**src/ptdm_pkg.sv**
```systemverilog
// Types and constants of the periodic task deadline monitor.
package ptdm_pkg;

    localparam logic [31:0] HALF_RANGE     = 32'h8000_0000;
    localparam logic [30:0] PERIOD_RESET   = 31'd1000;
    localparam int          PADDR_W        = 3;
    localparam logic        REG_PERIOD_IDX = 1'b0;

    typedef struct packed {
        logic [31:0] run_start;
        logic [31:0] run_finish;
        logic        resync_next;
    } t_run;

    typedef struct packed {
        logic        seen_first;
        logic [31:0] prev_start;
        logic [31:0] expected_release;
        logic [31:0] jitter_peak;
        logic [30:0] lateness_peak;
        logic [30:0] overrun_peak;
        logic [31:0] misses;
        logic [31:0] invalids;
    } t_state;

    typedef struct packed {
        logic        sample_ok;
        logic [30:0] measured_period_us;
        logic [31:0] period_err;
        logic [31:0] release_err;
        logic [30:0] exec_time;
        logic [30:0] late_by;
        logic [31:0] due_time;
        logic [31:0] max_jitter_us;
        logic [30:0] max_lateness_us;
        logic [30:0] max_overrun_us;
        logic [31:0] miss_count;
        logic [31:0] invalid_count;
    } t_result;

endpackage

```
**src/ptdm_calc.sv**
```systemverilog
// Per-run timing math: result fields and next monitor state.
module ptdm_calc (
    input  ptdm_pkg::t_run    i_run,
    input  ptdm_pkg::t_state  i_state,
    input  logic [30:0]       i_period_us,
    output ptdm_pkg::t_result o_result,
    output ptdm_pkg::t_state  o_state
);
    import ptdm_pkg::*;

    logic [31:0] p32;
    logic        first;
    logic [31:0] exec_raw;
    logic        exec_ok;
    logic [31:0] per_raw;
    logic        per_ok;
    logic [31:0] exp_rel;
    logic [31:0] perr;
    logic [31:0] jitter;
    logic [31:0] rerr;
    logic        rel_ok;
    logic [30:0] lateness;
    logic [31:0] deadline;
    logic [31:0] draw;
    logic        dl_ok;
    logic [30:0] overrun;
    logic        valid;

    assign p32      = {1'b0, i_period_us};
    assign first    = !i_state.seen_first;
    assign exec_raw = i_run.run_finish - i_run.run_start;
    assign exec_ok  = !exec_raw[31];
    assign per_raw  = i_run.run_start - i_state.prev_start;
    assign per_ok   = !first && !per_raw[31];
    assign exp_rel  = first ? i_run.run_start : (i_state.expected_release + p32);
    assign perr     = per_raw - p32;
    assign jitter   = perr[31] ? (32'd0 - perr) : perr;
    assign rerr     = i_run.run_start - exp_rel;
    assign rel_ok   = per_ok && (rerr != HALF_RANGE);
    assign lateness = (rel_ok && rerr != 32'd0 && !rerr[31]) ? rerr[30:0] : 31'd0;
    assign deadline = exp_rel + p32;
    assign draw     = i_run.run_finish - deadline;
    // Deadline check only when execution and (for later runs) release checks hold.
    assign dl_ok    = exec_ok && (first || rel_ok) && (draw != HALF_RANGE);
    assign overrun  = (dl_ok && draw != 32'd0 && !draw[31]) ? draw[30:0] : 31'd0;
    assign valid    = exec_ok && dl_ok && (first || (per_ok && rel_ok));

    always_comb begin
        o_state.seen_first       = 1'b1;
        o_state.prev_start       = i_run.run_start;
        o_state.expected_release = (i_run.resync_next || !valid) ? i_run.run_start : exp_rel;
        o_state.jitter_peak      = (per_ok && jitter > i_state.jitter_peak)
                                   ? jitter : i_state.jitter_peak;
        o_state.lateness_peak    = (rel_ok && lateness > i_state.lateness_peak)
                                   ? lateness : i_state.lateness_peak;
        o_state.overrun_peak     = (overrun > i_state.overrun_peak)
                                   ? overrun : i_state.overrun_peak;
        o_state.misses           = (overrun != 31'd0) ? (i_state.misses + 32'd1)
                                   : i_state.misses;
        o_state.invalids         = valid ? i_state.invalids : (i_state.invalids + 32'd1);
    end

    always_comb begin
        o_result.sample_ok          = valid;
        o_result.measured_period_us = per_ok ? per_raw[30:0] : 31'd0;
        o_result.period_err         = per_ok ? perr : 32'd0;
        o_result.release_err        = rel_ok ? rerr : 32'd0;
        o_result.exec_time          = exec_ok ? exec_raw[30:0] : 31'd0;
        o_result.late_by            = overrun;
        o_result.due_time           = valid ? deadline : (i_run.run_start + p32);
        o_result.max_jitter_us      = o_state.jitter_peak;
        o_result.max_lateness_us    = o_state.lateness_peak;
        o_result.max_overrun_us     = o_state.overrun_peak;
        o_result.miss_count         = o_state.misses;
        o_result.invalid_count      = o_state.invalids;
    end

endmodule

```
**src/periodic_task_deadline_monitor.sv**
```systemverilog
// Top level of the periodic task deadline monitor.
//
// Usage:
//   - Input channel (i_in_valid / o_in_ready) carries one beat per task run:
//     start and finish timestamps plus a resync request.
//   - Output channel (o_out_valid / i_out_ready) returns one result beat per
//     run, in order: validity, period, errors, execution time, overrun, deadline,
//     the three running maxima and the miss and invalid counters.
//   - APB port holds the nominal period at byte address 0 (reset 1000 us).
//     Write it only while no run is in flight.
// Path: an accepted beat lands in the input register, is evaluated
//   combinationally and moves to the result register once the output slot is free.
// Throughput: one run per cycle unless the output stalls. The run state
//   (previous start, expected release, peaks, counters) is updated in the same
//   cycle the result is registered, so the next run sees it at once.
// Stall: while a result waits, the input register still takes a beat; when
//   both are full, o_in_ready follows i_out_ready.
// Reset: synchronous, active low; clears the valid flags of both channel
//   registers and the run state, and returns the period to its default.
module periodic_task_deadline_monitor (
    input  logic                          i_clk,
    input  logic                          i_rst_n,
    // APB configuration
    input  logic                          psel,
    input  logic                          penable,
    input  logic                          pwrite,
    input  logic [ptdm_pkg::PADDR_W-1:0]  paddr,
    input  logic [31:0]                   pwdata,
    output logic [31:0]                   prdata,
    output logic                          pready,
    // run beats
    input  logic                          i_in_valid,
    output logic                          o_in_ready,
    input  logic [31:0]                   i_run_start,
    input  logic [31:0]                   i_run_finish,
    input  logic                          i_resync_next,
    // result beats
    output logic                          o_out_valid,
    input  logic                          i_out_ready,
    output logic                          o_sample_ok,
    output logic [30:0]                   o_measured_period_us,
    output logic signed [31:0]            o_period_err,
    output logic signed [31:0]            o_release_err,
    output logic [30:0]                   o_exec_time,
    output logic [30:0]                   o_late_by,
    output logic [31:0]                   o_due_time,
    output logic [31:0]                   o_max_jitter_us,
    output logic [30:0]                   o_max_lateness_us,
    output logic [30:0]                   o_max_overrun_us,
    output logic [31:0]                   o_miss_count,
    output logic [31:0]                   o_invalid_count
);
    import ptdm_pkg::*;

    logic [30:0] r_period;
    t_run        r_in;
    logic        r_in_valid;
    t_state      r_state;
    t_result     r_out;
    logic        r_out_valid;

    t_state      n_state;
    t_result     n_out;
    logic        advance;
    logic        in_beat;
    logic        cfg_wr;

    // APB: zero wait states, single period register at index 0.
    assign pready = 1'b1;
    assign cfg_wr = psel && penable && pwrite && pready
                    && (paddr[PADDR_W-1] == REG_PERIOD_IDX);
    assign prdata = (paddr[PADDR_W-1] == REG_PERIOD_IDX) ? {1'b0, r_period} : 32'd0;

    always_ff @(posedge i_clk) begin
        if (!i_rst_n) begin
            r_period <= PERIOD_RESET;
        end else if (cfg_wr) begin
            r_period <= pwdata[30:0];
        end
    end

    // Advance the held run into the result register when the output slot
    // is free or being drained this cycle.
    assign advance    = r_in_valid && (!r_out_valid || i_out_ready);
    assign o_in_ready = !r_in_valid || advance;
    assign in_beat    = i_in_valid && o_in_ready;

    always_ff @(posedge i_clk) begin
        if (in_beat) begin
            r_in.run_start   <= i_run_start;
            r_in.run_finish  <= i_run_finish;
            r_in.resync_next <= i_resync_next;
        end
    end

    always_ff @(posedge i_clk) begin
        if (!i_rst_n) begin
            r_in_valid <= 1'b0;
        end else if (in_beat) begin
            r_in_valid <= 1'b1;
        end else if (advance) begin
            r_in_valid <= 1'b0;
        end
    end

    ptdm_calc u_calc (
        .i_run       (r_in),
        .i_state     (r_state),
        .i_period_us (r_period),
        .o_result    (n_out),
        .o_state     (n_state)
    );

    // Commit run state together with the result so back-to-back runs chain.
    always_ff @(posedge i_clk) begin
        if (!i_rst_n) begin
            r_state <= '0;
        end else if (advance) begin
            r_state <= n_state;
        end
    end

    always_ff @(posedge i_clk) begin
        if (advance) begin
            r_out <= n_out;
        end
    end

    always_ff @(posedge i_clk) begin
        if (!i_rst_n) begin
            r_out_valid <= 1'b0;
        end else if (advance) begin
            r_out_valid <= 1'b1;
        end else if (i_out_ready) begin
            r_out_valid <= 1'b0;
        end
    end

    assign o_out_valid          = r_out_valid;
    assign o_sample_ok          = r_out.sample_ok;
    assign o_measured_period_us = r_out.measured_period_us;
    assign o_period_err         = r_out.period_err;
    assign o_release_err        = r_out.release_err;
    assign o_exec_time          = r_out.exec_time;
    assign o_late_by            = r_out.late_by;
    assign o_due_time           = r_out.due_time;
    assign o_max_jitter_us      = r_out.max_jitter_us;
    assign o_max_lateness_us    = r_out.max_lateness_us;
    assign o_max_overrun_us     = r_out.max_overrun_us;
    assign o_miss_count         = r_out.miss_count;
    assign o_invalid_count      = r_out.invalid_count;

endmodule

```
**config.mk**
```make
export PLATFORM = sky130hd
export DESIGN_NAME = periodic_task_deadline_monitor
export DESIGN_NICKNAME = d
export VERILOG_FILES = /design/src/ptdm_pkg.sv /design/src/ptdm_calc.sv /design/src/periodic_task_deadline_monitor.sv
export SDC_FILE = /design/constraint.sdc
export NUM_CORES = 2
export LEC_CHECK = 0
export BUFFER_PORTS_ARGS = -buffer_cell sky130_fd_sc_hd__buf_2
export CAP_MARGIN = 10
export CORE_AREA = 2 2 367 333
export DETAILED_ROUTE_END_ITERATION = 12
export DIE_AREA = 0 0 369 335
export PLACE_DENSITY = 0.57
export SYNTH_ARGS = -nofsm -noshare
export SYNTH_HDL_FRONTEND = slang
export SYNTH_SLANG_ARGS = --single-unit
export TNS_END_PERCENT = 100
```
**constraint.sdc**
```tcl
create_clock -name i_clk -period 30.6 [get_ports i_clk]
set_input_delay 9.18 -clock i_clk [delete_from_list [all_inputs] [get_ports i_clk]]
set_output_delay 9.18 -clock i_clk [all_outputs]
set_load 0.02 [all_outputs]
```
==> results by group <==
Status
  – Status: finished clean

Synth
  – #FFs+latches synth: roughly 670
  – Synthesized net count: just under 5000
  – Most used DFF post-synth: edfxtp_1
  – Cell count after synthesis: 4406
  – Synth warn: 0
  – Synth cell types: 93
  – Syn Area/Cell: 9.45 sq um
  – Async SR Flop Fraction: 0%
  – Mapped Area: 41700 sq um
  – EDFF count, synth: 413
  – Seq/Total Area, Yosys: ~42%

Clocking
  – Longest Clk Path Bufs: 3
  – Num CTS Buffers: 78
  – H-tree levels: 3
  – Post-cts hold buffer count: 0
  – Worst-skew pair later-pin latency: 0.70 ns
  – Clock transition at path regs: 0.06 ns
  – CTS tree: done
  – Clock Sinks: 669
  – Post-CTS Resized: 0
  – Post-CTS setup buffers: 0
  – Root buffer cell: clkbuf_16

Finish
  – Core Util, Final: 40.4%
  – Layout cells sized above 1: between 15 and 20%
  – Net total in the final layout: between 5000 and 6000
  – Fillcell total: 12100
  – Layout area overhead: 16.3%
  – Final Instance Count excl. Fillers: 6525

Placed design
  – DP Wirelength: 105000 um
  – I/O Buffers: 484
  – Inst Count DP: 6375
  – GPL Wtd Cong: 0.924
  – Pre-CTS setup slack: 11.27 ns

Min path
  – Hold Crit Class: reg -> reg

STA
  – Final Cycle Share: 63.1%
  – Final Worst Setup Slack: between 10 and 15 ns
  – Hold Violations, Final: 0
  – Fmax: 51.8 MHz
  – Actual slew at the worst max-slew pin: 1.03 ns
  – RSZ-0062 raised after global routing: no
  – Final setup viols: 0
  – Final setup TNS: 0 ns
  – Clock skew: 0.0325 ns
  – Headroom to the max-slew limit: 30.6%
  – Min Tclk post-route: 19.32 ns
  – Max-slew violations: 0

Critical path
  – Crit path top cell by count: buf_2
  – Worst path top cell family by delay: buffers and inverters
  – Crit path cell chain: buf_2, nor2_1, buf_2
  – CP required: 21.42 ns
  – Worst endpoint data arrival time: between 10 and 15 ns
  – Startpoint types: primary input
  – Reg-to-reg slack, setup: 17.74 ns
  – Crit-path slowest cell: buf_2
  – Largest stage delay on the critical path: 0.61 ns
  – WS Path Type: in -> out
  – Crit-path max FO: 33
  – Crit. End Element: primary output
  – Critical path buffers and inverters: 2

Routing
  – Drc violations: 0
  – WL per Instance: 20.9 um
  – Routed Wire Length: 137000 um
  – DRT iter0 DRCs: 2720
  – Via density: 5.26
  – Antenna viol nets, final: 0
  – 1st-pass router iterations: 5
  – Via count: about 34000

GRT
  – Remaining global-route overflow: 0
  – Overall Global Routing Usage: roughly 22%
  – Largest net degree at the start of global routing: 114
  – Initial antenna violation count: 13
  – First-pass GRT wire length: around 200000 um
  – Vias in the first global route: around 32000

Floorplanning
  – Die area: 124000 sq um
  – Die Y: 335 um
  – Die W: 369 um
  – FP Rows: between 100 and 150
  – I/O pin count: 490
  – Initial Util: 34.7%
  – Core ar.: 120000 sq um

Power
  – PD cells: 63.2 nW/um^2
  – Leakage: 20.1 nW
  – Worst VDD drop: around 50 uV

Run
  – Max_cap viols: 0
[sequential cells by signal (all words and copies together), names as in the netlist]
name,flops
r_state,223
r_in,65
o_due_time,32
o_invalid_count,32
o_max_jitter_us,32
o_miss_count,32
o_period_err,32
o_release_err,32
o_exec_time,31
o_late_by,31
o_max_lateness_us,31
o_max_overrun_us,31
o_measured_period_us,31
r_period,31
o_out_valid,1
o_sample_ok,1
r_in_valid,1
[per-layer routing]
metal	track usage [%]	share of wire [%]	routed length [um]	up-vias
met5	0	0.015	21	-
met4	6.05	2.5	3410	4
met3	3.25	6.1	8370	181
met2	35.8	47	64400	992
met1	29.1	44	60400	16400
li1	-	-	-	16800
[synthesized netlist by cell type (14+ instances only)]
library cell / n / area [sq um]
o21bai_1: 29 / 218
mux2i_1: 89 / 891
a211oi_1: 54 / 405
dfxtp_1: 256 / 5120
nor2_1: 362 / 1360
o21ai_1: 15 / 75.1
inv_1: 302 / 1130
nor2b_1: 58 / 363
xor2_1: 119 / 1040
o211ai_1: 28 / 210
nand2_1: 433 / 1630
o31ai_1: 28 / 210
nor3_1: 74 / 370
nand4_1: 55 / 344
or2_2: 14 / 87.6
buf_2: 21 / 105
xnor2_1: 188 / 1650
a31oi_1: 26 / 163
and3_1: 92 / 576
clkbuf_1: 110 / 413
o21a_1: 51 / 383
or3_1: 19 / 119
ha_1: 345 / 4320
a21o_1: 131 / 983
edfxtp_1: 413 / 12400
and2_1: 31 / 194
a21oi_1: 315 / 1580
a22o_1: 33 / 289
and4_1: 17 / 149
nor4_1: 28 / 175
nand3_1: 93 / 465
mux2_2: 64 / 721
buf_1: 18 / 67.6
nand2b_1: 63 / 394
o21ai_0: 225 / 1130
[placed cells by master, fill, tap and decap left out, types with 19 or more instances in the layout]
cell type	netlist	layout
a31oi_1	26	26
buf_4	7	43
o21a_1	51	51
xnor2_1	188	187
o31ai_1	28	28
clkbuf_16	0	80
mux2i_1	89	89
mux2_2	64	64
and3_1	92	92
a22o_1	33	33
nor2b_1	58	58
a211oi_1	54	54
o21bai_1	29	29
a21o_1	131	131
nor2_1	362	360
nand2_1	433	432
nand3_1	93	93
buf_2	21	484
xor2_1	119	119
edfxtp_1	413	413
o21ai_0	225	225
nor4_1	28	28
nand2b_1	63	62
o211ai_1	28	28
dfxtp_1	256	255
inv_1	302	302
a21oi_1	315	315
or3_1	19	19
nand4_1	55	55
and2_1	31	30
nor3_1	74	74
ha_1	345	345
[where the power goes]
part	switching [mW]	total, mW	internal, mW
Combinational	0.659	1.03	0.375
Clock	0.412	0.973	0.561
Sequential	0.0295	1.06	1.03
Total	1.10	3.06	1.96
[area by class of cell]
class | instances | area [sq um] | area share, %
multi-input cells | 3274 | 22400 | 46.2
repair buffers | 528 | 2770 | 5.71
clock buffers | 97 | 2110 | 4.35
clock inverters | 48 | 517 | 1.07
well taps | 1599 | 2000 | 4.13
inverters | 305 | 1150 | 2.38
diodes | 5 | 12.5 | 0.0258
flip-flops and latches | 669 | 17500 | 36.2
[worst min-delay path, delay by kind of cell (launching register included)]
family,cells,cell delay [ns]
compound gates,1,0.05
simple gates,1,0.05
flops,1,0.31
[metrics by stage]
step           power, mW  hold slack [ns]  cell area (sq um)
2_1_floorplan       1.80            0.429              41700
3_3_place_gp        2.10            0.438              45800
3_5_place_dp        2.10            0.446              45800
4_1_cts             3.09            0.455              48400
5_1_grt             3.24            0.472              48400
6_report            3.06            0.456              48400
[kinds of logic after synthesis]
kind of cell	after synthesis	share of synthesized area, %
AOI/OAI and AO/OA	1052	16.1
muxes	153	3.87
other	2	0.0180
adders and majority gates	354	10.8
DFF	669	42.1
and+or+nand+nor	1406	16.4
buffers and inverters	463	4.33
xor gates and xnor gates	307	6.46
[final timing paths]
| path | startpoint | end | cells past startpoint |
|---|---|---|---|
| hold reg to reg | r_state[128]$_SDFFE_PN0P_ | r_state[128]$_SDFFE_PN0P_ | 2 |
| hold / removal | r_state[128]$_SDFFE_PN0P_ | r_state[128]$_SDFFE_PN0P_ | 2 |
| setup / recovery | paddr[2] | prdata[12] | 3 |
| setup reg to reg | r_period[1]$_SDFFE_PN0P_ | r_state[92]$_SDFFE_PN0P_ | 49 |
Note: power is estimated with default switching activity, not from simulation.
